**src/hdl/kwm_pkg.sv**
```systemverilog
// ----------------------------------------------------------------------------
// kwm_pkg
// Shared types and constants of the k-way sorted merge block.
// ----------------------------------------------------------------------------
package kwm_pkg;

   // fixed field widths
   localparam int VALUE_W  = 32;
   localparam int MODE_W   = 2;
   localparam int IDX_W    = 3;
   localparam int STATUS_W = 2;

   // widest list index, read pointer and fill count the cells ever carry
   localparam int MAX_LW = 6;
   localparam int MAX_PW = 12;
   localparam int MAX_FW = 13;

   // request modes
   localparam logic [MODE_W-1:0] MODE_LOAD  = 2'd0;
   localparam logic [MODE_W-1:0] MODE_POP   = 2'd1;
   localparam logic [MODE_W-1:0] MODE_CLEAR = 2'd2;

   // response status codes
   localparam logic [STATUS_W-1:0] ST_OK    = 2'd0;
   localparam logic [STATUS_W-1:0] ST_FULL  = 2'd1;
   localparam logic [STATUS_W-1:0] ST_EMPTY = 2'd2;

   // command bundle broadcast to every cell
   typedef struct packed {
      logic                      append;
      logic                      pop;
      logic                      load;
      logic                      clear;
      logic [MAX_LW-1:0]         target;
      logic signed [VALUE_W-1:0] value;
   } kwm_ctl_type;

   // running minimum handed down the cell chain
   typedef struct packed {
      logic                      valid;
      logic [MAX_LW-1:0]         idx;
      logic signed [VALUE_W-1:0] value;
   } kwm_cand_type;

   // queue status reported by each cell
   typedef struct packed {
      logic [MAX_FW-1:0] fill;
      logic [MAX_PW-1:0] rd;
      logic [MAX_PW-1:0] wr;
   } kwm_stat_type;

endpackage

```
**src/hdl/kwm_cell.sv**
```systemverilog
// ----------------------------------------------------------------------------
// kwm_cell
// One list: queue pointers, fill count, cached head value and one stage of
// the minimum search chain.
// ----------------------------------------------------------------------------
module kwm_cell #(
   parameter int LIST_DEPTH = 64,
   parameter int CELL_ID    = 0
) (
   input  logic                  clock,
   input  logic                  reset,
   input  kwm_pkg::kwm_ctl_type  ctl,
   input  kwm_pkg::kwm_cand_type cand_in,
   output kwm_pkg::kwm_cand_type cand_out,
   output kwm_pkg::kwm_stat_type stat
);

   localparam int PW = (LIST_DEPTH > 1) ? $clog2(LIST_DEPTH) : 1;
   localparam int FW = $clog2(LIST_DEPTH + 1);

   logic [FW-1:0]                      fill_ff, fill_in;
   logic [PW-1:0]                      rd_ff, rd_in, rd_inc;
   logic [PW-1:0]                      wr_ff, wr_in, wr_inc;
   logic signed [kwm_pkg::VALUE_W-1:0] head_ff, head_in;
   kwm_pkg::kwm_cand_type              cand_ff, cand_in_next;
   logic                               hit;
   logic                               empty;

   assign hit    = (ctl.target == kwm_pkg::MAX_LW'(CELL_ID));
   assign empty  = (fill_ff == '0);
   assign rd_inc = (rd_ff == PW'(LIST_DEPTH - 1)) ? '0 : rd_ff + 1'b1;
   assign wr_inc = (wr_ff == PW'(LIST_DEPTH - 1)) ? '0 : wr_ff + 1'b1;

   // update queue state from the broadcast command
   always_comb begin
      fill_in = fill_ff;
      rd_in   = rd_ff;
      wr_in   = wr_ff;
      head_in = head_ff;
      if (ctl.clear) begin
         fill_in = '0;
         rd_in   = '0;
         wr_in   = '0;
      end else if (hit) begin
         if (ctl.append && (fill_ff != FW'(LIST_DEPTH))) begin
            wr_in   = wr_inc;
            fill_in = fill_ff + 1'b1;
            if (empty) begin
               head_in = ctl.value;
            end
         end
         if (ctl.pop && !empty) begin
            rd_in   = rd_inc;
            fill_in = fill_ff - 1'b1;
         end
         if (ctl.load) begin
            head_in = ctl.value;
         end
      end
   end

   // keep the smaller of the incoming candidate and this head; ties stay upstream
   always_comb begin
      cand_in_next = cand_in;
      if (!empty && (!cand_in.valid || (head_ff < cand_in.value))) begin
         cand_in_next.valid = 1'b1;
         cand_in_next.idx   = kwm_pkg::MAX_LW'(CELL_ID);
         cand_in_next.value = head_ff;
      end
   end

   always_ff @(posedge clock) begin
      if (reset) begin
         fill_ff       <= '0;
         rd_ff         <= '0;
         wr_ff         <= '0;
         cand_ff.valid <= 1'b0;
      end else begin
         fill_ff       <= fill_in;
         rd_ff         <= rd_in;
         wr_ff         <= wr_in;
         cand_ff.valid <= cand_in_next.valid;
      end
      head_ff       <= head_in;
      cand_ff.idx   <= cand_in_next.idx;
      cand_ff.value <= cand_in_next.value;
   end

   assign cand_out  = cand_ff;
   assign stat.fill = kwm_pkg::MAX_FW'(fill_ff);
   assign stat.rd   = kwm_pkg::MAX_PW'(rd_ff);
   assign stat.wr   = kwm_pkg::MAX_PW'(wr_ff);

endmodule

```
**config.mk**
```make
export PLATFORM = sky130hd
export DESIGN_NAME = kwm_cell
export DESIGN_NICKNAME = d
export VERILOG_FILES = /design/src/hdl/kwm_pkg.sv /design/src/hdl/kwm_cell.sv
export SDC_FILE = /design/constraint.sdc
export NUM_CORES = 1
export LEC_CHECK = 0
export BUFFER_PORTS_ARGS = -buffer_cell sky130_fd_sc_hd__buf_2
export CELL_PAD_IN_SITES_DETAIL_PLACEMENT = 1
export CELL_PAD_IN_SITES_GLOBAL_PLACEMENT = 2
export CORE_MARGIN = 3
export CORE_UTILIZATION = 32
export CTS_CLUSTER_SIZE = 14
export DETAILED_ROUTE_END_ITERATION = 16
export GPL_TIMING_DRIVEN = 0
export PLACE_DENSITY_LB_ADDON = 0.15
export SKIP_LAST_GASP = 1
export SLEW_MARGIN = 30
export SYNTH_ARGS = -nofsm -noshare
export SYNTH_HDL_FRONTEND = slang
export SYNTH_SLANG_ARGS = --single-unit
```
**constraint.sdc**
```tcl
create_clock -name clock -period 5.9 [get_ports clock]
set_clock_uncertainty 0.2 [all_clocks]
set_input_delay 0.295 -clock clock [delete_from_list [all_inputs] [get_ports clock]]
set_output_delay 0.295 -clock clock [all_outputs]
set_load 0.1 [all_outputs]
```
# Yosys cells after proc, flatten, opt, wreduce, memory -nomap -nowiden
# Index checks and enable logic that the tools add are counted.
[word_totals]
ff_bits = 90
latch_bits = 0
mem_bits_rw = 0
mem_bits_ro = 0
out_inout_bits = 76
n_memories = 0
[op_classes]
add_sub_neg = 4
mul = 0
div_mod_pow = 0
n_lt_le_gt_ge = 1
eq_ne = 3
shifts = 0
muxes = 8
bitwise_logic = 1
n_reduce_logical = 16
[op_table]
columns = ["cell", "count"]
rows = [
  ["32-bit two-way mux", 3],
  ["39-bit two-way mux", 1],
  ["32-bit less-than comparator", 1],
  ["7-bit two-way mux", 2],
  ["6-bit by 1-bit adder with 6-bit output, second input constant", 2],
  ["6-bit equality test, second input constant", 2],
  ["6-bit two-way mux", 2],
  ["7-bit by 1-bit adder with 7-bit output, second input constant", 1],
  ["7-bit logical NOT", 1],
  ["7-bit != test, second input constant", 1],
  ["7-bit by 1-bit subtractor with 7-bit output, second input constant", 1],
  ["6-bit logical NOT", 1],
  ["2-bit AND reduction", 3],
  ["2-bit nonzero test", 3],
  ["4-bit AND reduction", 1],
  ["1-bit logical AND", 3],
  ["1-bit logical NOT", 2],
  ["2-bit OR reduction", 1],
  ["1-bit logical OR", 1],
  ["1-bit inverter", 1],
]

# Longest topological paths before layout
# Gate-level depths: netlist of run 1.
[logic_depth]
word_depth = 5
ltp_mapped = 11
ltp_nobuf = 11

# Worst setup path after synthesis of run 1
# OpenSTA, ideal clock, no wires.
[synth_path]
kind = "reg2reg"
start = "reg fill_ff[2]"
end = "reg head_ff[0] in the netlist's numbering (enable)"
arrival_time_ns = 3.863
required_ns = 5.239
path_slack_ns = 1.376
path_stages_with_launch = 5
synth_period_minus_slack_ns = 4.524
path_cell_list = "dfxtp_1 or4_4 nor3_4 a21oi_1 nor3_1"
[synth_between]
elab_chain_len = 4
[synth_rtl]
columns = ["element", "line", "text"]
rows = [
  ["start, declared", "kwm_cell.sv:21", "logic [FW-1:0] fill_ff, fill_in;"],
  ["start signal, assigned", "kwm_cell.sv:79", "fill_ff <= fill_in;"],
  ["7-bit != test", "kwm_cell.sv:45", "if (ctl.append && (fill_ff != FW'(LIST_DEPTH))) begin"],
  ["1-bit logical AND", "kwm_cell.sv:45", ""],
  ["2-bit nonzero test (no source line)", "-", ""],
  ["4-bit AND reduction (no source line) (*)", "-", ""],
  ["end signal, assigned", "kwm_cell.sv:84", "head_ff <= head_in;"],
  ["end, declared", "kwm_cell.sv:24", "logic signed [kwm_pkg::VALUE_W-1:0] head_ff, head_in;"],
]
# Every way passes the cells marked *; elsewhere a longest branch is shown, timed or not.
# A chain may end at the register's enable or synchronous reset.

# Final worst setup path of run 1
[layout_path]
start = "reg fill_ff[2]"
end = "reg fill_ff[6]"
[layout_between]
elab_chain_len = 5
[layout_rtl]
columns = ["element"]
rows = [
  ["parallel branches: the longest is 5 deep, another holds 7-bit by 1-bit adder with 7-bit output"],
]
# Parallel ways; which one is timed is not known. The select of a mux whose other input is x is not followed.

==> results of run 1 <==
-- path summary, 6_finish.rpt --
check | from | end | slack [ns]
max reg2reg | fill_ff[2] | fill_ff[6] | 2.33
min reg2reg | head_ff[30] | cand_out[30] | 0.31
max | fill_ff[2] | fill_ff[6] | 2.33
min | cand_in[8] | cand_out[8] | 0.02
-- per-stage QoR --
stage,hold slack [ns],setup WS (ns)
2_1_floorplan,0.164,1.38
3_3_place_gp,0.272,0.186
3_5_place_dp,0.274,2.34
4_1_cts,0.000814,2.30
5_1_grt,0.00908,2.06
6_report,0.0164,2.33
-- per-layer routing --
metal | up-vias | wire, um | GRT usage, %
met2 | 83 | 6110 | 29.8
met4 | 2 | 212 | 5.32
met3 | 21 | 597 | 4.43
li1 | 1762 | - | -
met1 | 1668 | 4720 | 17.7
met5 | - | 9 | 0
-- critical path, cell delays in order, from the launching register on --
cell and delay [ns]:
dfxtp_1 0.35, or4_4 0.60, o31ai_4 0.32, inv_1 0.18, ha_1 0.34, nor2b_1 0.16
o21ai_0 0.21, a21boi_0 0.15, o21ai_0 0.22, a21oi_1 0.11, or4_1 0.49, a21oi_1 0.16
-- report_power, final --
| part | internal [mW] | total (mW) | switching, mW |
|---|---|---|---|
| combinational | 0.0924 | 0.304 | 0.211 |
| sequential | 0.657 | 0.661 | 0.00422 |
| clock | 0.309 | 0.550 | 0.241 |
| total | 1.06 | 1.51 | 0.457 |
-- repair_timing --
action / 4_1_cts / 5_1_grt
hold buffers: 68 / 0
endpoints found under the setup margin: 0 / 0
endpoints found under the hold margin: 68 / 0
resized for setup: 0 / 0
-- flip-flops by register name (all words and copies together) (netlist names) --
register  cells
cand_out     39
fill_ff       7
head_ff      32
rd_ff         6
wr_ff         6
-- cells by family after synthesis --
group,after synthesis
XOR/XNOR,11
multiplexers,35
AO/OA/AOI/OAI,51
other,1
flip-flops,90
buffers and inverters,70
AND/OR/NAND/NOR,83
adder cells (fa/ha/maj),39
-- layout make-up --
cell class,count,area (um2)
Fill cell,1446,6550
Clock inverter,5,27.5
Multi-Input combinational cell,237,1840
Timing Repair Buffer,212,1420
Tap cell,172,215
Inverter,45,169
Buffer,25,186
Sequential cell,90,2120
Clock buffer,11,254
-- cell usage in the layout, fill, tap and decap left out, types with 14 or more instances in the layout --
master / instances
buf_2: 142
dlygate4sd3_1: 68
dfxtp_1: 58
inv_1: 45
ha_1: 38
edfxtp_1: 32
nor2_1: 31
a21oi_1: 21
buf_4: 21
mux2_2: 18
conb_1: 18
nand2_1: 16
mux2_4: 14
==> summary.txt, run 1 <==
Clocking
  – Setup bufs post-CTS: 0
  – Clock root cell: clkbuf_16
  – CTS Buf Count: 9
  – Clock buffer depth: 2
  – Clock sink total: 90
  – CTS tree: yes
  – Reg clk slew, reported paths: 0.06 ns
  – H-tree depth: 3
  – Clk Latency, worst-skew pair: roughly 0.34 ns

Route
  – Mean number of vias per cell: 4.44
  – First drt pass iteration count: 4
  – Wirelength, routed: 11600 um
  – Vias: 3536
  – Drt drc: 0
  – WL per Instance: 14.6 um
  – DR iter-0 viols: 110
  – Remaining antenna violation count: 0

Hold path
  – HP Class: input pin to register
  – Hold path depth: 2

Die
  – # rows: slightly above 40
  – IO Pins: 159
  – Starting Density: around 33%
  – Chip height: 121 um
  – Die Span X: 121 um
  – Die ar.: 14700 um2
  – Core Footprint: between 10000 and 15000 um2

GRT
  – Grt ovf: 0
  – Vias in the first global route: 3782
  – Global-route wire length before repair: 18300 um
  – Tot GR Track Use: 16.1%
  – Largest net degree at the start of global routing: 15
  – Initial antenna violation count: 1

Power
  – P_leak: 2.96 nW
  – Power Dens Cells: 243 nW/um2
  – Peak supply drop: 0.140 mV
  – Total Power: 1.51 mW

Setup path
  – Worst-path fanout max: 6
  – CP Data Arrival Time: 3.64 ns
  – Worst endpoint required time: 5.97 ns
  – Critical Path Sink Type: register
  – CP Launch Type: register
  – R2R cell count: 11
  – Kind of critical path: register to register

Timing
  – Period minus WS final: 3.57 ns
  – Unrepaired setup endpoints after global routing: no
  – Worst Max-Slew Pin Slew: around 0.67 ns
  – Slew HR: 55.3%
  – Setup-failing EPs final: 0
  – Fin. Hold Viols: 0
  – Setup TNS: 0 ns
  – Pins Over Slew Limit: 0
  – Tcrit/Tclk final: 60.5%
  – Max Clk Rate: about 280 MHz

Synthesis
  – Synth top cells by count: dfxtp_1 (58), inv_1 (45), ha_1 (38), edfxtp_1 (32), nor2_1 (31)
  – Yosys top cell area share: 27.4%
  – Synth area leaders: dfxtp_1 (27%), edfxtp_1 (23%), ha_1 (11%)
  – Post-Synth Adder-Cell Area: 11.7%
  – Synth Register Bits: 90
  – Multiplexer area fraction after synthesis: 10.4%
  – Number of synthesized flops with an enable pin: 32
  – Count leader, synth: dfxtp_1
  – Synth Area in XOR/XNOR: 2.27%
  – Post-synthesis simple-gate area fraction: ~9.6%
  – Asr flop ratio synth: 0%
  – Complex-gate fraction of the synthesized area: 7.57%
  – Syn Std Cell Area: about 4200 um2
  – Post-Syn Instances: 380
  – Cell variety after synth: slightly above 40
  – Synth Warn #: 0
  – Avg Cell Area, Syn: 11.2 um2
  – Fraction of the yosys area taken by sequential cells: about half
  – Post-synth top area cell: dfxtp_1
  – Top_reg_cell synth: dfxtp_1
  – Largest family of logic cells by synthesized area: adder cells

Placed design
  – Placed cell count: 713
  – DP Area: roughly 5300 um2
  – Final HPWL DP: 8540 um
  – Routability Congestion: 0.768
  – Port bufs: 140

Job
  – Max_cap viols: 0

Layout
  – # diodes: 0
  – Area grow syn2layout: 46.7%
  – Fin cells: 797
  – Design Area, Final: 6230 um2
  – Share of cells above drive strength 1: 35.2%
  – Fin nets: 742
  – Final core utilization: 48.7%

Run status
  – Status: finished, final reports clean
No activity file was read; power rests on OpenSTA's default activity.
==> run 2, diff against run 1 <==
--- a/config.mk
+++ b/config.mk
@@ -9,7 +9,7 @@
 export CELL_PAD_IN_SITES_DETAIL_PLACEMENT = 1
 export CELL_PAD_IN_SITES_GLOBAL_PLACEMENT = 2
 export CORE_MARGIN = 3
-export CORE_UTILIZATION = 32
+export CORE_UTILIZATION = 27
 export CTS_CLUSTER_SIZE = 14
 export DETAILED_ROUTE_END_ITERATION = 16
 export GPL_TIMING_DRIVEN = 0
==> constraint.sdc (replaced) <==
create_clock -name clock -period 3 [get_ports clock]
set_clock_uncertainty 0.2 [all_clocks]
set_input_delay 0.15 -clock clock [delete_from_list [all_inputs] [get_ports clock]]
set_output_delay 0.15 -clock clock [all_outputs]
set_load 0.1 [all_outputs]
==> run 2 against run 1 <==
The flow now finishes with violations (setup timing). Critical path depth unchanged. Via count decreased by 0.51%. Utilization decreased by 6.3 points. First-iteration DRC count decreased by 64%. Cell count increased by 6.3%. Largest power group unchanged. Sequential power increased by 97%. Flip-flop and latch count unchanged. Sequential share of layout area decreased by 1.2 points.
==> summary.txt, run 2 (synthesized netlist as in run 1, its figures left out) <==
Run status
  – Status: finished, violations left
  – Violated checks: setup timing

Layout
  – Fin nets: 753
  – Area grow syn2layout: 53.2%
  – Filler cell count: 1745
  – Commonest non-fill, non-tap cell in the layout: buf_2
  – Most frequent cells in the layout: buf_2 (141), dlygate4sd3_1 (73), dfxtp_1 (52), inv_1 (44), ha_1 (37)
  – Final core utilization: 42.5%
  – # diodes: 0
  – Max reg flops: 39
  – Design Area, Final: 6500 um2
  – Share of cells above drive strength 1: 38.8%

Hold path
  – Worst hold start: ctl[41]
  – WHS Endpoint: wr_ff[0]
  – HP Class: input pin to register
  – Hold path depth: 5

Timing
  – Pins Over Slew Limit: 0
  – Worst Max-Slew Pin Slew: about 0.56 ns
  – Final WS setup: -0.0130 ns
  – Max Clk Rate: 332 MHz
  – Setup TNS: -0.0130 ns
  – Hold slack final: 0.0713 ns
  – Unrepaired setup endpoints after global routing: yes
  – Period minus WS final: 3.01 ns
  – Fin. Hold Viols: 0
  – Slew HR: ~63%
  – Setup-failing EPs final: 1
  – Tcrit/Tclk final: 100%

Placed design
  – Setup slack at placement: -0.290 ns
  – Routability Congestion: 0.760
  – Final HPWL DP: 8620 um
  – DP Area: 5360 um2
  – Port bufs: 140

Power
  – Power Dens Cells: about 450 nW/um2
  – Clock share of power: 35.6%
  – Psw: 913 uW
  – Seq pwr share: 43.9%
  – Logic pwr share: 20.5%
  – Net Sw Frac: 30.9%
  – P_leak: roughly 3.0 nW
  – Internal power: 2.04 mW
  – Peak supply drop: between 0.2 and 0.3 mV

Die
  – IO Pins: 159
  – Chip height: 131 um
  – Core Footprint: 15300 um2
  – Die Span X: 131 um
  – Starting Density: roughly 28%
  – Die ar.: 17300 um2
  – # rows: 45

GRT
  – Global-route wire length before repair: 18800 um
  – Largest net degree at the start of global routing: 16
  – Tot GR Track Use: 13.6%
  – Vias in the first global route: 3746
  – Grt ovf: 0
  – Initial antenna violation count: 0

Setup path
  – Critical Path Sink Type: register
  – CP Launch Type: register
  – Worst endpoint required time: 3.07 ns
  – RR Startpoint: fill_ff[3]
  – Worst-path fanout max: 4
  – R2R Path End: fill_ff[6]
  – CP Data Arrival Time: between 3 and 4 ns
  – Register-to-register setup slack: -0.01 ns
  – Kind of critical path: register to register
  – R2R cell count: 11

Route
  – Wirelength, routed: 11600 um
  – Drt drc: 0
  – DR iter-0 viols: 40
  – First drt pass iteration count: 4
  – Vias: 3518
  – WL per Instance: roughly 14 um
  – Remaining antenna violation count: 0
  – Mean number of vias per cell: 4.15

Clocking
  – H-tree depth: 3
  – Clk Latency, worst-skew pair: about 0.35 ns
  – CTS Buf Count: 9
  – Clock buffer depth: 2
  – Clock root cell: clkbuf_16
  – CTS tree: yes
  – Reg clk slew, reported paths: 0.06 ns
  – Clock sink total: 90

Job
  – Max_cap viols: 0
==> run 2: worst max-delay path, cell delays in order, from the launching register on <==
cell      delay [ns]
dfxtp_4         0.35
or4_4           0.55
o31ai_4         0.23
inv_2           0.10
ha_4            0.28
nor2b_2         0.17
o21ai_2         0.08
a21boi_2        0.17
o21ai_2         0.07
and3_1          0.19
or4_1           0.39
a21oi_1         0.15
==> run 2: power by group through the flow <==
stage	logic, mW	clock network [mW]	registers [mW]
after floorplan	0.197	0	1.54
after global placement	0.521	0	1.32
after detailed placement	0.525	0	1.32
after CTS	0.604	1.10	1.30
after global routing	0.642	1.15	1.30
final	0.607	1.05	1.30
==> run 2: how the worst max path moves through the flow <==
stage,from,endpoint,slack (ns),cells after the start
3_5_place_dp,fill_ff[4],fill_ff[6],-0.29,11
5_1_grt,fill_ff[3],fill_ff[6],-0.14,11
4_1_cts,fill_ff[3],fill_ff[6],-0.05,11
2_1_floorplan,fill_ff[4],fill_ff[6],-0.17,11
6_report,fill_ff[3],fill_ff[6],-0.01,11
3_3_place_gp,fill_ff[4],head_ff[3],-0.43,4
==> run 2: final cells by class <==
class	count	area [um2]	share of cell area, %
buffer	25	201	3.10
tap	211	264	4.06
sequential	90	2140	32.9
inverter	45	169	2.60
multi-input combinational	237	1910	29.4
clock inverter	6	42.5	0.654
clock buffer	10	229	3.52
timing repair buffer	223	1550	23.8
==> run 2: metrics by stage <==
stage / power, mW / std cells
2_1_floorplan: 1.74 / 397
3_3_place_gp: 1.85 / 748
3_5_place_dp: 1.85 / 751
4_1_cts: 3.00 / 843
5_1_grt: 3.09 / 847
6_report: 2.95 / 847
==> run 2: repair_timing <==
action                                  4_1_cts  5_1_grt
endpoints found under the hold margin        75        0
pin swaps                                     3        6
resized for setup                             2       18
endpoints found under the setup margin       26       43
buffers inserted                              3        4
hold buffers                                 73        0
==> run 2: layer usage <==
layer	GRT usage, %	wire length (um)
met2	24.0	5900
met5	0	0
met1	15.8	5000
met3	3.75	514
met4	5.02	206
==> run 3, diff against run 2 <==
--- a/config.mk
+++ b/config.mk
@@ -5,14 +5,14 @@
 export SDC_FILE = /design/constraint.sdc
 export NUM_CORES = 1
 export LEC_CHECK = 0
-export BUFFER_PORTS_ARGS = -buffer_cell sky130_fd_sc_hd__buf_2
 export CELL_PAD_IN_SITES_DETAIL_PLACEMENT = 1
 export CELL_PAD_IN_SITES_GLOBAL_PLACEMENT = 2
 export CORE_MARGIN = 3
-export CORE_UTILIZATION = 27
+export CORE_UTILIZATION = 35
 export CTS_CLUSTER_SIZE = 14
 export DETAILED_ROUTE_END_ITERATION = 16
-export GPL_TIMING_DRIVEN = 0
+export DONT_BUFFER_PORTS = 1
+export GPL_TIMING_DRIVEN = 1
 export PLACE_DENSITY_LB_ADDON = 0.15
 export SKIP_LAST_GASP = 1
 export SLEW_MARGIN = 30
==> run 3 against run 2 <==
The run now ends clean. Clock power is 10% higher. Global-route usage is 3.0 points higher. Worst hold slack worse by 0.032 ns. Final area is 12% lower. Routed wire length is 5.9% lower. Critical endpoint unchanged. Worst setup slack better by 0.031 ns. Clock-buffer cell count is 5 higher. Non-clock buffer count is 140 lower. Sequential share of layout area is 4.4 points higher. Via count is 12% lower. Critical path type unchanged. Cell count is 25% lower. Die area is 22% lower.
==> summary.txt, run 3 (synthesized netlist as in run 1, its figures left out) <==
Run status
  – Status: finished, final reports clean

Route
  – Mean number of vias per cell: 4.85
  – Remaining antenna violation count: 0
  – Drt drc: 0
  – DR iter-0 viols: approximately 120
  – Wirelength, routed: around 11000 um
  – First drt pass iteration count: 4
  – WL per Instance: between 15 and 20 um
  – Vias: approximately 3100

Setup path
  – Max stage delay on crit path: 0.55 ns
  – Kind of critical path: register to register
  – Critical Path Sink Type: register
  – Bufs and invs on worst path: 1
  – CP Launch Type: register
  – CP cell instances: or4_4 -> o31ai_4 -> inv_2 -> ha_4 -> nor2b_4 -> o21ai_2 -> a21boi_2 -> o21ai_2 -> and3_4 -> or4_4 -> a21oi_2
  – CP Data Arrival Time: 3.06 ns
  – Worst-path cell with the longest stage delay: or4_4
  – Worst-path fanout max: 3
  – Worst endpoint required time: 3.08 ns
  – Cell family with most CP delay: simple AND/OR/NAND/NOR gates

Power
  – Total Power: 2.95 mW
  – P_leak: 2.45 nW
  – Power Dens Cells: 515 nW/um2
  – Peak supply drop: 0.302 mV

Placed design
  – Port bufs: 0
  – Final HPWL DP: 7750 um
  – Routability Congestion: slightly below 0.8
  – Setup slack at placement: -0.0530 ns

Timing
  – Fin. Hold Viols: 0
  – Tcrit/Tclk final: between 90 and 100%
  – Pins Over Slew Limit: 0
  – Unrepaired setup endpoints after global routing: yes
  – Period minus WS final: 2.98 ns
  – Worst Max-Slew Pin Slew: 0.975 ns
  – Setup-failing EPs final: 0
  – Hold slack final: a little under 0.04 ns
  – Slew HR: 34.9%
  – Final WS setup: 0.0175 ns
  – Max Clk Rate: 335 MHz

GRT
  – Grt ovf: 0
  – Initial antenna violation count: 0
  – Global-route wire length before repair: 17100 um
  – Largest net degree at the start of global routing: 33
  – Vias in the first global route: 3400
  – Tot GR Track Use: 16.6%

Clocking
  – Clock sink total: 90
  – Reg clk slew, reported paths: 0.06 ns
  – H-tree depth: 3
  – Clock buffer depth: 2
  – CTS Buf Count: 9
  – Clock root cell: clkbuf_16
  – Setup bufs post-CTS: 0
  – Clk Latency, worst-skew pair: 0.34 ns
  – CTS tree: yes

Layout
  – Filler cell count: 1246
  – Max reg flops: 39
  – Commonest non-fill, non-tap cell in the layout: dlygate4sd3_1
  – Most frequent cells in the layout: dlygate4sd3_1 (75), dfxtp_1 (52), inv_1 (44), ha_1 (36), edfxtp_1 (32)
  – Fin nets: 613
  – # diodes: 0
  – Final core utilization: about 50%
  – Share of cells above drive strength 1: 21.2%
  – Area grow syn2layout: 35.1%

Job
  – Max_cap viols: 0

Die
  – # rows: 39
  – Starting Density: between 30 and 40%
  – Chip height: 116 um
  – Die ar.: 13500 um2
  – Die Span X: 116 um
  – Core Footprint: 11600 um2
  – IO Pins: 159

Hold path
  – HP Class: input pin to register
run 3: worst reg2reg max path, cell delays in order, from the launching register on:
cell	delay, ns
dfxtp_4	0.34
or4_4	0.55
o31ai_4	0.27
inv_2	0.10
ha_4	0.28
nor2b_4	0.14
o21ai_2	0.07
a21boi_2	0.18
o21ai_2	0.07
and3_4	0.18
or4_4	0.41
a21oi_2	0.12
run 3: power breakdown:
group,total [mW],switching (mW),internal [mW]
clock,1.16,0.469,0.686
sequential,1.52,0.226,1.29
combinational,0.284,0.167,0.117
total,2.95,0.862,2.09
run 3: timing repair:
item	CTS	global route
endpoints found under the setup margin	1	34
gates resized for setup	1	12
hold buffers	75	0
pin swaps	1	11
hold endpoints to repair	97	0
run 3: final cells by class:
class | count | area (um2) | share of cell area, %
clock buffer | 15 | 300 | 5.23
clock inverter | 1 | 5.00 | 0.0872
inverter | 45 | 169 | 2.94
multi-input combinational | 237 | 1920 | 33.4
sequential | 90 | 2140 | 37.3
tap | 143 | 179 | 3.12
timing repair buffer | 108 | 1030 | 18.0
run 3: layer usage:
layer / GRT usage (%) / share of wire, %
met5: 0 / 0
met4: 5.18 / 1.4
met3: 5.28 / 6.0
met2: 30.1 / 53
met1: 18.4 / 39
run 3: metrics by stage:
step	cell area [um2]	instances	TNS (ns)
after floorplan	4350	397	-0.166
after global placement	4620	548	0
after detailed placement	4620	548	-0.0530
after CTS	5680	639	0
after global routing	5740	639	-0.119
final	5740	639	0
run 3: worst paths after layout:
check | start | endpoint | slack (ns) | cells after the start
min | ctl[40] | rd_ff[3] | 0.04 | 5
max reg2reg | fill_ff[2] | fill_ff[6] | 0.02 | 11
min reg2reg | head_ff[27] | cand_out[27] | 0.31 | 1
max | fill_ff[2] | fill_ff[6] | 0.02 | 11
